<file path="src/design/kst_ram.sv">
// generic single-port-write, registered-read ram
module kst_ram #(
   parameter int WIDTH = 8,
   parameter int DEPTH = 32,
   localparam int AW = (DEPTH > 1) ? $clog2(DEPTH) : 1
) (
   input  logic             clock,
   input  logic             wr_en,
   input  logic [AW-1:0]    wr_addr,
   input  logic [WIDTH-1:0] wr_data,
   input  logic             rd_en,
   input  logic [AW-1:0]    rd_addr,
   output logic [WIDTH-1:0] rd_data
);

   logic [WIDTH-1:0] mem [DEPTH];
   logic [WIDTH-1:0] rd_data_ff;

   always_ff @(posedge clock) begin
      if (wr_en) begin
         mem[wr_addr] <= wr_data;
      end
      if (rd_en) begin
         rd_data_ff <= mem[rd_addr];
      end
   end

   assign rd_data = rd_data_ff;

endmodule

</file>
<file path="config.mk">
export PLATFORM = sky130hd
export DESIGN_NAME = kst_ram
export DESIGN_NICKNAME = d
export VERILOG_FILES = /design/src/design/kst_ram.sv
export SDC_FILE = /design/constraint.sdc
export NUM_CORES = 1
export LEC_CHECK = 0
export BUFFER_PORTS_ARGS = -buffer_cell sky130_fd_sc_hd__buf_2
export CORE_MARGIN = 1
export CORE_UTILIZATION = 50
export DETAILED_ROUTE_END_ITERATION = 12
export GPL_ROUTABILITY_DRIVEN = 0
export PLACE_DENSITY = 0.66
export SETUP_SLACK_MARGIN = 0.5
export SLEW_MARGIN = 20
export SYNTH_ARGS = -nofsm -noshare
export SYNTH_HDL_FRONTEND = slang
export SYNTH_SLANG_ARGS = --single-unit
</file>
<file path="constraint.sdc">
create_clock -name clock -period 4.6 [get_ports clock]
set_clock_uncertainty 0.15 [all_clocks]
set_input_delay 0.69 -clock clock [delete_from_list [all_inputs] [get_ports clock]]
set_output_delay 0.69 -clock clock [all_outputs]
set_load 0.005 [all_outputs]
</file>
==> metrics <==
FFs w/ async S/R, synth=0%; PortBufs=28; Initial Utilization=51.6%; MaxCap Viol Count=0; WL final=19.3 mm; post-synth top area share=78.2%; mapped cell area=0.0101 mm²; dominant cells by area after synthesis=edfxtp_1 (78%), mux4_2 (18%), nor2_1 (1.2%), mux2_2 (0.89%), buf_4 (0.44%); CTS tree=built; Worst Max-Slew Pin Slew=0.973 ns; initial antenna violation count=0; die area=0.0208 mm²; CP max FO=31; first-pass GRT wire length=28.4 mm; P per Cell Area=437 mW/mm²; R2R Path End=rd_data[7]$_DFFE_PP_; Arr. time, crit path=2.88 ns; hold path depth=1; clock tree buffer depth=3; layout cells sized above 1=34.1%; Yosys warnings=0; Clk pwr share=40.9%; Slew Limit Fails=0; Top delay family on crit path=multiplexers; WP depth=5; DP HPWL=11.9 mm; r2r setup slk=2.48 ns; max frequency=364 MHz; DRT antenna net count=0; WP buf/inv=2; global route overflow=0; GRT met1 Usage=30.0%; Vias=4358; Setup TNS=0 ns; DRC Markers=0; Final min period=2.75 ns; most frequent cells after synthesis=edfxtp_1 (264), mux4_2 (80), nor2_1 (33), mux2_2 (8); synthesized net count=438; met3 Usage GRT=3.54%; leading area contributor after synthesis=edfxtp_1; crit path max-delay cell type=mux4_2; Post-Synth XOR/XNOR Area=0%; combinational share of power=4.8%; Post-CTS Setup Inserts=0; adder and majority gate portion of the synthesized area=0%; Mean Syn Cell Area=24.3 µm²; compound-gate portion of the synthesized area=0%; Final Hold Vio Count=0; mux cell area share after synthesis=18.7%; NetSw=0.991 mW; drt pass-1 iters=6; Final Cycle Share=59.8%; main combinational cell family by area after synthesis=multiplexers; via count of the first global-routing pass=4355; final setup vio count=0; core area=0.0197 mm²; clock latency on the worst-skew pair=0.52 ns; HP Class=input pin to flop; RSZ-0062 raised after global routing=false; Die H=144 µm; Internal=3.97 mW; FF-to-FF path depth=3; DR iter-0 viols=435; count leader, synth=edfxtp_1; Switching Fraction=20.0%; nets=477; DIE WIDTH=144 µm; Critical Path Source Type=input pin; grt peak-use layer=met1; status=finished, final reports clean; Area Overhead vs Synth=12.3%; CTS Hold Bufs=0; #FFs+latches synth=264; maximum VDD drop=0.361 mV; dominant synthesized flop cell=edfxtp_1; critical-path cell list=buf_4 -> buf_4 -> mux4_2 -> mux4_2 -> mux2_2; Resize count post-CTS=0; total CTS buffers=26; CP peak stage delay=0.53 ns; Worst Setup EP=rd_data[6]$_DFFE_PP_; Flop pwr share=54.3%; count of cell types in the netlist=14; worst r2r src=mem[23][7]$_DFFE_PP_; simple-gate share of the synthesized area=2.05%; Clk pin slew, worst setup/hold paths=0.06 ns; row count=51; clk sinks=264; kind of critical path=input pin to flop; crit path capture type=flop; Ports=29; clk root buf=clkbuf_16; routed wire length per instance=26.1 µm; worst hold slack=0.410 ns; relative slew slack=34.9%; grt met2 use=29.7%; largest net degree at the start of global routing=65; sequential element share of the synthesized area=78.2%; ANT cells=0; H-tree levels=1; Post-synth EDFFs=264; Setup crit start=rd_addr[0]; Gate Count Post-Synth=417; leakage=3.52 nW; Global Route Usage Sum=19.7%; drt via density=5.89; CP required=4.73 ns
[cells by family (layout without fill, tap and decap cells)]
group                  after synthesis  after routing
buffers and inverters               20             78
flip-flops                         264            264
multiplexers                        88             88
AND/OR/NAND/NOR                     45             45
[flip-flops by register name, indices dropped and copies added, names as in the netlist]
register,cells
mem,256
rd_data,8
[layout by cell type, fill, tap and decap left out, drive strengths merged]
master      n
buf        31
bufinv      2
clkbuf     32
clkinv     12
clkinvlp    1
edfxtp    264
mux2        8
mux4       80
nand2       1
nand3       2
nand3b      5
nor2       33
or3         1
or3b        3
[final cells by class]
cell class                      instances  area, µm²
Tap cell                              265        332
Sequential cell                       264       7930
Clock inverter                         15        133
Multi-Input combinational cell        133       2100
Clock buffer                           32        694
Timing Repair Buffer                   31        190
Fill cell                            1468       8280
[how the worst min path moves through the flow]
stage	slack, ns	from	to
CTS	0.40	rd_en	rd_data[1]$_DFFE_PP_
global route	0.40	rd_en	rd_data[2]$_DFFE_PP_
global placement	0.81	mem[30][7]$_DFFE_PP_	rd_data[7]$_DFFE_PP_
floorplan	0.64	wr_data[0]	mem[0][0]$_DFFE_PP_
finish	0.41	rd_en	rd_data[6]$_DFFE_PP_
detailed placement	0.82	mem[13][0]$_DFFE_PP_	rd_data[0]$_DFFE_PP_
[layer usage]
| layer | vias up | wire length (µm) | share of wire (%) |
|---|---|---|---|
| met4 | 0 | 479 | 2.5 |
| li1 | 1862 | - | - |
| met1 | 2328 | 8620 | 45 |
| met3 | 30 | 1120 | 5.8 |
| met2 | 138 | 9100 | 47 |
| met5 | - | 0 | 0 |
[worst register-to-register path: stages, from the launching register on]
cell and delay, ns:
edfxtp_1 0.37, mux4_2 0.52, mux4_2 0.55, mux2_2 0.28
[per-stage QoR]
stage          cell area, µm²  utilization [%]  setup WS [ns]  total power [mW]  cells
2_1_floorplan           10100                -           1.82              2.89    417
3_3_place_gp            10500             53.7           1.27              2.98    693
3_5_place_dp            10500             53.7           1.25              2.99    693
4_1_cts                 11400             57.9           1.80              5.01    740
5_1_grt                 11400             57.9           1.69              5.12    740
6_report                11400             57.9           1.85              4.97    740
[power by group through the flow]
stage          Clock, mW  Combinational (mW)  Sequential [mW]
2_1_floorplan          0               0.143             2.74
3_3_place_gp           0               0.234             2.75
3_5_place_dp           0               0.239             2.75
4_1_cts             2.07               0.239             2.70
5_1_grt             2.17               0.252             2.70
6_report            2.03               0.236             2.70
Note: power is estimated with default switching activity, not from simulation.
