**config.mk**
```make
export PLATFORM = sky130hd
export DESIGN_NAME = kst_ctrl
export DESIGN_NICKNAME = d
export VERILOG_FILES = /design/src/design/kst_pkg.sv /design/src/design/kst_ctrl.sv
export SDC_FILE = /design/constraint.sdc
export NUM_CORES = 1
export LEC_CHECK = 0
export ABC_CLOCK_PERIOD_IN_PS = 31500
export BUFFER_PORTS_ARGS = -buffer_cell sky130_fd_sc_hd__clkbuf_2
export CAP_MARGIN = 10
export CORE_AREA = 2 2 315 317
export DETAILED_ROUTE_END_ITERATION = 12
export DIE_AREA = 0 0 317 319
export GPL_TIMING_DRIVEN = 0
export PLACE_DENSITY = 0.55
export SYNTH_ARGS = -nofsm -noshare
export SYNTH_HDL_FRONTEND = slang
export SYNTH_SLANG_ARGS = --single-unit
export TNS_END_PERCENT = 5
```
**constraint.sdc**
```tcl
create_clock -name clock -period 31.5 [get_ports clock]
set_clock_uncertainty 0.15 [all_clocks]
set_input_delay 1.575 -clock clock [delete_from_list [all_inputs] [get_ports clock]]
set_output_delay 1.575 -clock clock [all_outputs]
set_load 0.01 [all_outputs]
```
**src/design/kst_pkg.sv**
```systemverilog
// shared types and codes for the keyed settings table
package kst_pkg;

   localparam logic [1:0] MODE_GET   = 2'd0;
   localparam logic [1:0] MODE_PUT   = 2'd1;
   localparam logic [1:0] MODE_CLEAR = 2'd2;

   localparam logic [2:0] ST_NONE      = 3'd0;
   localparam logic [2:0] ST_REJECTED  = 3'd1;
   localparam logic [2:0] ST_UNCHANGED = 3'd2;
   localparam logic [2:0] ST_UPDATED   = 3'd3;
   localparam logic [2:0] ST_INSERTED  = 3'd4;
   localparam logic [2:0] ST_EVICTED   = 3'd5;

   typedef struct packed {
      logic [1:0]         mode;
      logic [63:0]        key;
      logic signed [31:0] new_volume;
      logic               new_muted;
      logic signed [31:0] new_latency;
      logic [63:0]        new_name_tag;
   } req_type;

   typedef struct packed {
      logic [63:0]        key;
      logic signed [31:0] volume;
      logic               muted;
      logic signed [15:0] latency;
      logic [63:0]        name_tag;
      logic [31:0]        order;
   } rec_type;

   localparam int REC_W = $bits(rec_type);

   typedef struct packed {
      logic               found;
      logic signed [31:0] stored_volume;
      logic               stored_muted;
      logic signed [15:0] stored_latency;
      logic [63:0]        stored_name_tag;
      logic [2:0]         put_status;
      logic [63:0]        victim_key;
   } res_type;

endpackage

```
**src/design/kst_ctrl.sv**
```systemverilog
// request sequencer: valid bits, table scan, decision and write-back
module kst_ctrl #(
   parameter int ENTRIES = 32,
   localparam int IDX_W = (ENTRIES > 1) ? $clog2(ENTRIES) : 1
) (
   input  logic                  clock,
   input  logic                  reset,
   input  logic                  req_valid,
   output logic                  req_ready,
   input  kst_pkg::req_type      req,
   output logic                  rd_en,
   output logic [IDX_W-1:0]      rd_addr,
   input  logic [kst_pkg::REC_W-1:0] rd_data,
   output logic                  wr_en,
   output logic [IDX_W-1:0]      wr_addr,
   output logic [kst_pkg::REC_W-1:0] wr_data,
   input  logic                  out_free,
   output logic                  push,
   output kst_pkg::res_type      res
);
   import kst_pkg::*;

   localparam logic [2:0] S_IDLE   = 3'd0;
   localparam logic [2:0] S_SCAN   = 3'd1;
   localparam logic [2:0] S_DRAIN  = 3'd2;
   localparam logic [2:0] S_DECIDE = 3'd3;
   localparam logic [2:0] S_OUT    = 3'd4;

   localparam logic [IDX_W-1:0] LAST_IDX = IDX_W'(ENTRIES - 1);

   logic [2:0]         state_ff, state_in;
   logic [IDX_W-1:0]   cnt_ff, cnt_in;
   logic               chk_ff, chk_in;
   logic [IDX_W-1:0]   chk_idx_ff, chk_idx_in;
   req_type            req_ff, req_in;
   logic signed [15:0] lat_ff, lat_in;
   logic               match_ff, match_in;
   logic [IDX_W-1:0]   match_idx_ff, match_idx_in;
   rec_type            hit_ff, hit_in;
   logic               free_ff, free_in;
   logic [IDX_W-1:0]   free_idx_ff, free_idx_in;
   logic [31:0]        old_ord_ff, old_ord_in;
   logic [IDX_W-1:0]   old_idx_ff, old_idx_in;
   logic [63:0]        old_key_ff, old_key_in;
   res_type            res_ff, res_in;
   logic [ENTRIES-1:0] valid_ff, valid_in;
   logic [31:0]        wcnt_ff, wcnt_in;

   rec_type            rd_rec;
   rec_type            wr_rec;
   logic               accept;
   logic               same_data;
   logic [IDX_W-1:0]   slot;

   function automatic logic signed [15:0] sat16(input logic signed [31:0] v);
      logic signed [15:0] r;
      if (v > 32'sd32767) begin
         r = 16'sh7FFF;
      end else if (v < -32'sd32768) begin
         r = 16'sh8000;
      end else begin
         r = v[15:0];
      end
      return r;
   endfunction

   assign rd_rec    = rec_type'(rd_data);
   assign req_ready = (state_ff == S_IDLE);
   assign accept    = req_valid && req_ready;
   assign same_data = (hit_ff.muted == req_ff.new_muted) && (hit_ff.latency == lat_ff)
                   && (hit_ff.volume == req_ff.new_volume)
                   && (hit_ff.name_tag == req_ff.new_name_tag);
   assign wr_data   = REC_W'(wr_rec);
   assign res       = res_ff;

   always_comb begin
      state_in     = state_ff;
      cnt_in       = cnt_ff;
      chk_in       = chk_ff;
      chk_idx_in   = chk_idx_ff;
      req_in       = req_ff;
      lat_in       = lat_ff;
      match_in     = match_ff;
      match_idx_in = match_idx_ff;
      hit_in       = hit_ff;
      free_in      = free_ff;
      free_idx_in  = free_idx_ff;
      old_ord_in   = old_ord_ff;
      old_idx_in   = old_idx_ff;
      old_key_in   = old_key_ff;
      res_in       = res_ff;
      valid_in     = valid_ff;
      wcnt_in      = wcnt_ff;
      rd_en        = 1'b0;
      rd_addr      = cnt_ff;
      wr_en        = 1'b0;
      slot         = match_idx_ff;
      push         = 1'b0;
      wr_rec.key      = req_ff.key;
      wr_rec.volume   = req_ff.new_volume;
      wr_rec.muted    = req_ff.new_muted;
      wr_rec.latency  = lat_ff;
      wr_rec.name_tag = req_ff.new_name_tag;
      wr_rec.order    = wcnt_ff + 32'd1;

      // results of the read issued in the previous cycle
      if (chk_ff) begin
         if (valid_ff[chk_idx_ff] && (rd_rec.key == req_ff.key) && !match_ff) begin
            match_in     = 1'b1;
            match_idx_in = chk_idx_ff;
            hit_in       = rd_rec;
         end
         if (!valid_ff[chk_idx_ff] && !free_ff) begin
            free_in     = 1'b1;
            free_idx_in = chk_idx_ff;
         end
         if ((chk_idx_ff == '0) || (rd_rec.order < old_ord_ff)) begin
            old_ord_in = rd_rec.order;
            old_idx_in = chk_idx_ff;
            old_key_in = rd_rec.key;
         end
      end

      case (state_ff)
         S_IDLE: begin
            if (accept) begin
               req_in   = req;
               lat_in   = sat16(req.new_latency);
               cnt_in   = '0;
               chk_in   = 1'b0;
               match_in = 1'b0;
               free_in  = 1'b0;
               res_in   = '0;
               state_in = S_OUT;
               case (req.mode)
                  MODE_GET: begin
                     if (req.key != 64'd0) begin
                        state_in = S_SCAN;
                     end
                  end
                  MODE_PUT: begin
                     if (req.key != 64'd0) begin
                        state_in = S_SCAN;
                     end else begin
                        res_in.put_status = ST_REJECTED;
                     end
                  end
                  MODE_CLEAR: begin
                     valid_in = '0;
                  end
                  default: begin
                     state_in = S_OUT;
                  end
               endcase
            end
         end
         S_SCAN: begin
            rd_en      = 1'b1;
            rd_addr    = cnt_ff;
            chk_in     = 1'b1;
            chk_idx_in = cnt_ff;
            cnt_in     = cnt_ff + 1'b1;
            if (cnt_ff == LAST_IDX) begin
               state_in = S_DRAIN;
            end
         end
         S_DRAIN: begin
            chk_in   = 1'b0;
            state_in = S_DECIDE;
         end
         S_DECIDE: begin
            res_in   = '0;
            state_in = S_OUT;
            if (req_ff.mode == MODE_GET) begin
               if (match_ff) begin
                  res_in.found           = 1'b1;
                  res_in.stored_volume   = hit_ff.volume;
                  res_in.stored_muted    = hit_ff.muted;
                  res_in.stored_latency  = hit_ff.latency;
                  res_in.stored_name_tag = hit_ff.name_tag;
               end
            end else begin
               if (match_ff && same_data) begin
                  res_in.put_status = ST_UNCHANGED;
               end else begin
                  if (match_ff) begin
                     slot              = match_idx_ff;
                     res_in.put_status = ST_UPDATED;
                  end else if (free_ff) begin
                     slot              = free_idx_ff;
                     res_in.put_status = ST_INSERTED;
                  end else begin
                     slot              = old_idx_ff;
                     res_in.put_status = ST_EVICTED;
                     res_in.victim_key = old_key_ff;
                  end
                  wr_en          = 1'b1;
                  wcnt_in        = wcnt_ff + 32'd1;
                  valid_in[slot] = 1'b1;
               end
            end
         end
         S_OUT: begin
            push = out_free;
            if (out_free) begin
               state_in = S_IDLE;
            end
         end
         default: begin
            state_in = S_IDLE;
         end
      endcase
   end

   assign wr_addr = slot;

   always_ff @(posedge clock) begin
      if (reset) begin
         state_ff <= S_IDLE;
         chk_ff   <= 1'b0;
         valid_ff <= '0;
         wcnt_ff  <= 32'd0;
         match_ff <= 1'b0;
         free_ff  <= 1'b0;
      end else begin
         state_ff <= state_in;
         chk_ff   <= chk_in;
         valid_ff <= valid_in;
         wcnt_ff  <= wcnt_in;
         match_ff <= match_in;
         free_ff  <= free_in;
      end
      cnt_ff       <= cnt_in;
      chk_idx_ff   <= chk_idx_in;
      req_ff       <= req_in;
      lat_ff       <= lat_in;
      match_idx_ff <= match_idx_in;
      hit_ff       <= hit_in;
      free_idx_ff  <= free_idx_in;
      old_ord_ff   <= old_ord_in;
      old_idx_ff   <= old_idx_in;
      old_key_ff   <= old_key_in;
      res_ff       <= res_in;
   end

   a_clear_empties: assert property (@(posedge clock) disable iff (reset)
      (accept && (req.mode == MODE_CLEAR)) |=> (valid_ff == '0))
      else $error("clear left valid entries");

   a_count_on_write: assert property (@(posedge clock) disable iff (reset)
      wr_en |=> (wcnt_ff == $past(wcnt_ff) + 32'd1))
      else $error("write counter missed a table write");

   a_count_hold: assert property (@(posedge clock) disable iff (reset)
      !wr_en |=> $stable(wcnt_ff))
      else $error("write counter moved without a table write");

   a_evict_when_full: assert property (@(posedge clock) disable iff (reset)
      (state_ff == S_DECIDE && !match_ff && !free_ff) |-> (&valid_ff))
      else $error("eviction chosen while a slot is free");

   a_no_scan_overlap: assert property (@(posedge clock) disable iff (reset)
      (wr_en || push) |-> !chk_ff)
      else $error("write-back or response during a scan");

endmodule

```
==> impl_metrics.sql <==
INSERT INTO impl_metrics (metric_group, metric, value, unit) VALUES
('outcome', 'outcome', 'finished, final reports clean', ''),
('synth', 'ys_dominant_reg_cell', 'sky130_fd_sc_hd__edfxtp_1', ''),
('synth', 'synth-warning-count', '0', ''),
('layout', 'drive_gt1_share', '40.1', '%'),
('grt', 'wire_length_of_the_first_global_routing_pass', '138000', 'um'),
('grt', 'grt.total_usage', '19.5', '%'),
('sta', 'unrepaired_setup_endpoints_after_global_routing', 'false', ''),
('sta', 'fmax', '0.173', 'GHz'),
('sta', 'worst_pin_slew', '1.26', 'ns'),
('floorplanning', 'floorplan.rows', '115', ''),
('detailed_routing', 'drt_first_iter_violations', '1442', ''),
('setup_path', 'path_class', 'reg -> out', ''),
('layout', 'final_nets', '3229', ''),
('synth', 'synth-seq-cells', '664', ''),
('clock_network', 'clk_transition_reported_paths', '0.06', 'ns'),
('synth', 'synthesis.instances', '1873', ''),
('floorplanning', 'io_pins', '812', ''),
('floorplanning', 'die-area', '101000', 'sq um'),
('synth', 'synth_async_reset_ratio', '0', '%'),
('floorplanning', 'fp.dieW', '317', 'um'),
('floorplanning', 'placeableCoreArea', '97700', 'sq um'),
('power_and_ir_drop', 'irDropWorstVdd', '36.5', 'uV'),
('clock_network', 'cts_setup_buffers', '0', ''),
('layout', 'area_growth', '31.8', '%'),
('clock_network', 'clkLatencyLatePin', '0.65', 'ns'),
('sta', 'finalMaxSlewViolations', '0', ''),
('synth', 'synth_most_common_cell', 'sky130_fd_sc_hd__edfxtp_1', ''),
('sta', 'final_hold_viol_count', '0', ''),
('synth', 'synth.area.top_cells', 'sky130_fd_sc_hd__edfxtp_1, sky130_fd_sc_hd__dfxtp_1, sky130_fd_sc_hd__buf_4', ''),
('clock_network', 'postCtsHoldBufs', '0', ''),
('clock_network', 'tritoncts', 'built', ''),
('floorplanning', 'initial_core_utilization', '28.2', '%'),
('grt', 'grt_start_max_net_pins', '58', ''),
('synth', 'post_synth_instance_area', '27500', 'sq um'),
('layout', 'filler_cell_count', '9452', ''),
('grt', 'antenna_violations_before_repair', '15', ''),
('setup_path', 'cp_data_required_time', '29.78', 'ns'),
('detailed_routing', 'ant_nets', '0', ''),
('synth', 'syn_avg_cell_area', '14.7', 'sq um'),
('layout', 'final_cells', '4148', ''),
('placement', 'count_of_placed_standard_cells_including_taps', '3993', ''),
('synth', 'yosys.cell_types.count', '65', ''),
('layout', 'final_core_util', '37.1', '%'),
('sta', 'final.setup.worst_slack', '25.73', 'ns'),
('sta', 'final.setup.tns', '0', 'ns'),
('clock_network', 'cts.htree.levels', '3', ''),
('synth', 'synth_largest_area_cell', 'sky130_fd_sc_hd__edfxtp_1', ''),
('detailed_routing', 'vias', '18900', ''),
('sta', 'setup_viol_count_final', '0', ''),
('floorplanning', 'die_h', '319', 'um'),
('detailed_routing', 'final_routed_wirelength', '102000', 'um'),
('detailed_routing', 'post_drt_wl_per_cell', '24.5', 'um'),
('grt', 'top_usage_layer', 'met2', ''),
('placement', 'dpl_worst_slack', '26.01', 'ns'),
('synth', 'synth_top_area_share', '64.8', '%'),
('clock_network', 'postCtsResizedCells', '0', ''),
('clock_network', 'cts_inserted_buffers', '79', ''),
('grt', 'grt_use_met1', '23.8', '%'),
('grt', 'gr-usage-met2', '32.9', '%'),
('detailed_routing', 'detail_route.first_pass.iterations', '5', ''),
('clock_network', 'max-clock-path-buffers', '3', ''),
('worst_hold_path', 'holdCritPathClass', 'reg -> reg', ''),
('power_and_ir_drop', 'power-per-cell-area', '58.6', 'nW/um^2'),
('sta', 'final_critical_path_share_of_the_clock_period', '18.3', '%'),
('placement', 'hpwl', '81200', 'um'),
('synth', 'synth.top_cells.by_count', 'sky130_fd_sc_hd__edfxtp_1, sky130_fd_sc_hd__and2_1, sky130_fd_sc_hd__buf_4', ''),
('setup_path', 'arrival_time_reported_for_the_critical_path_endpoint', '4.04', 'ns'),
('grt', 'grt-ovfl-total', '0', ''),
('setup_path', 'setup.worst_path.end_class', 'output pin', ''),
('run', 'cap_violations', '0', ''),
('synth', 'synthesis.nets', '2315', '');
power breakdown:
group          switching [mW]  internal, mW
Sequential             0.0247          1.01
Clock                   0.378         0.521
Combinational           0.113        0.0833
Total                   0.516          1.61
layer usage:
| layer | wire length (um) | vias up | part of all wire (%) |
|---|---|---|---|
| met4 | 2800 | 8 | 2.8 |
| met5 | 79 | - | 0.078 |
| met1 | 40300 | 9325 | 40 |
| met3 | 8810 | 139 | 8.7 |
| met2 | 49600 | 762 | 49 |
| li1 | - | 8642 | - |
final cells by class:
cell class / count / area (sq um) / area share (%)
Antenna cell: 12 / 30.0 / 0.0827
Buffer: 215 / 1430 / 3.93
Clock buffer: 98 / 2160 / 5.96
Clock inverter: 45 / 348 / 0.958
Inverter: 81 / 304 / 0.838
Multi-Input combinational cell: 913 / 6610 / 18.2
Sequential cell: 664 / 19200 / 53.0
Tap cell: 1287 / 1610 / 4.44
Timing Repair Buffer: 833 / 4560 / 12.6
through the flow:
stage               hold WS (ns)  cell area [sq um]
global placement           0.293              33200
finish                     0.311              36300
floorplan                  0.286              27500
global route               0.324              36300
CTS                        0.317              36300
detailed placement         0.303              33700
placed cells by master, fill, tap and decap left out, types with 12 or more instances in the layout:
master / count
sky130_fd_sc_hd__a21oi_1: 38
sky130_fd_sc_hd__nand3_1: 12
sky130_fd_sc_hd__inv_1: 80
sky130_fd_sc_hd__o21ai_0: 15
sky130_fd_sc_hd__ha_1: 34
sky130_fd_sc_hd__clkbuf_16: 83
sky130_fd_sc_hd__and2_1: 183
sky130_fd_sc_hd__xnor2_1: 89
sky130_fd_sc_hd__nand2_1: 35
sky130_fd_sc_hd__o31ai_1: 21
sky130_fd_sc_hd__buf_4: 163
sky130_fd_sc_hd__a21o_1: 22
sky130_fd_sc_hd__dfxtp_1: 70
sky130_fd_sc_hd__nor2_1: 45
sky130_fd_sc_hd__clkinv_1: 17
sky130_fd_sc_hd__nand2b_1: 37
sky130_fd_sc_hd__diode_2: 12
sky130_fd_sc_hd__xor2_1: 57
sky130_fd_sc_hd__a32o_1: 32
sky130_fd_sc_hd__nor4_1: 49
sky130_fd_sc_hd__clkbuf_2: 811
sky130_fd_sc_hd__clkinv_2: 12
sky130_fd_sc_hd__or4_1: 22
sky130_fd_sc_hd__clkbuf_1: 58
sky130_fd_sc_hd__nand4_1: 43
sky130_fd_sc_hd__nor2b_1: 32
sky130_fd_sc_hd__edfxtp_1: 594
sequential cells by signal, indices dropped and copies added, names as in the netlist, 16 cells and up:
signal,flops
res,181
wr_data,161
hit_ff,113
old_key_ff,64
old_ord_ff,32
valid_ff,32
wcnt_ff,32
lat_ff,16
cells by family after synthesis:
kind of cell,synth area share (%)
adder cells (fa/ha/maj),1.55
AND/OR/NAND/NOR,10.9
flip-flops,69.9
buffers and inverters,6.29
multiplexers,1.19
AO/OA/AOI/OAI,5.55
XOR/XNOR,4.65
worst paths after layout:
check                                    to  cells past startpoint  slack, ns           from
worst min register to register  valid_ff[5]                      1       0.31    valid_ff[5]
worst max register to register   hit_ff[64]                     10      27.14  chk_idx_ff[1]
worst max-delay path                  wr_en                      8      25.73     hit_ff[90]
worst min-delay path            valid_ff[5]                      1       0.31    valid_ff[5]
critical path: stages (launching register included):
cell and delay (ns):
sky130_fd_sc_hd__edfxtp_1 0.46, sky130_fd_sc_hd__xnor2_1 0.18, sky130_fd_sc_hd__nand4_1 0.17, sky130_fd_sc_hd__nor4_1 0.63, sky130_fd_sc_hd__nand4_1 0.46, sky130_fd_sc_hd__nor4_4 0.76, sky130_fd_sc_hd__nor2_1 0.28, sky130_fd_sc_hd__buf_2 0.28
sky130_fd_sc_hd__clkbuf_2 0.17
Power figures use the tool's default switching activity.
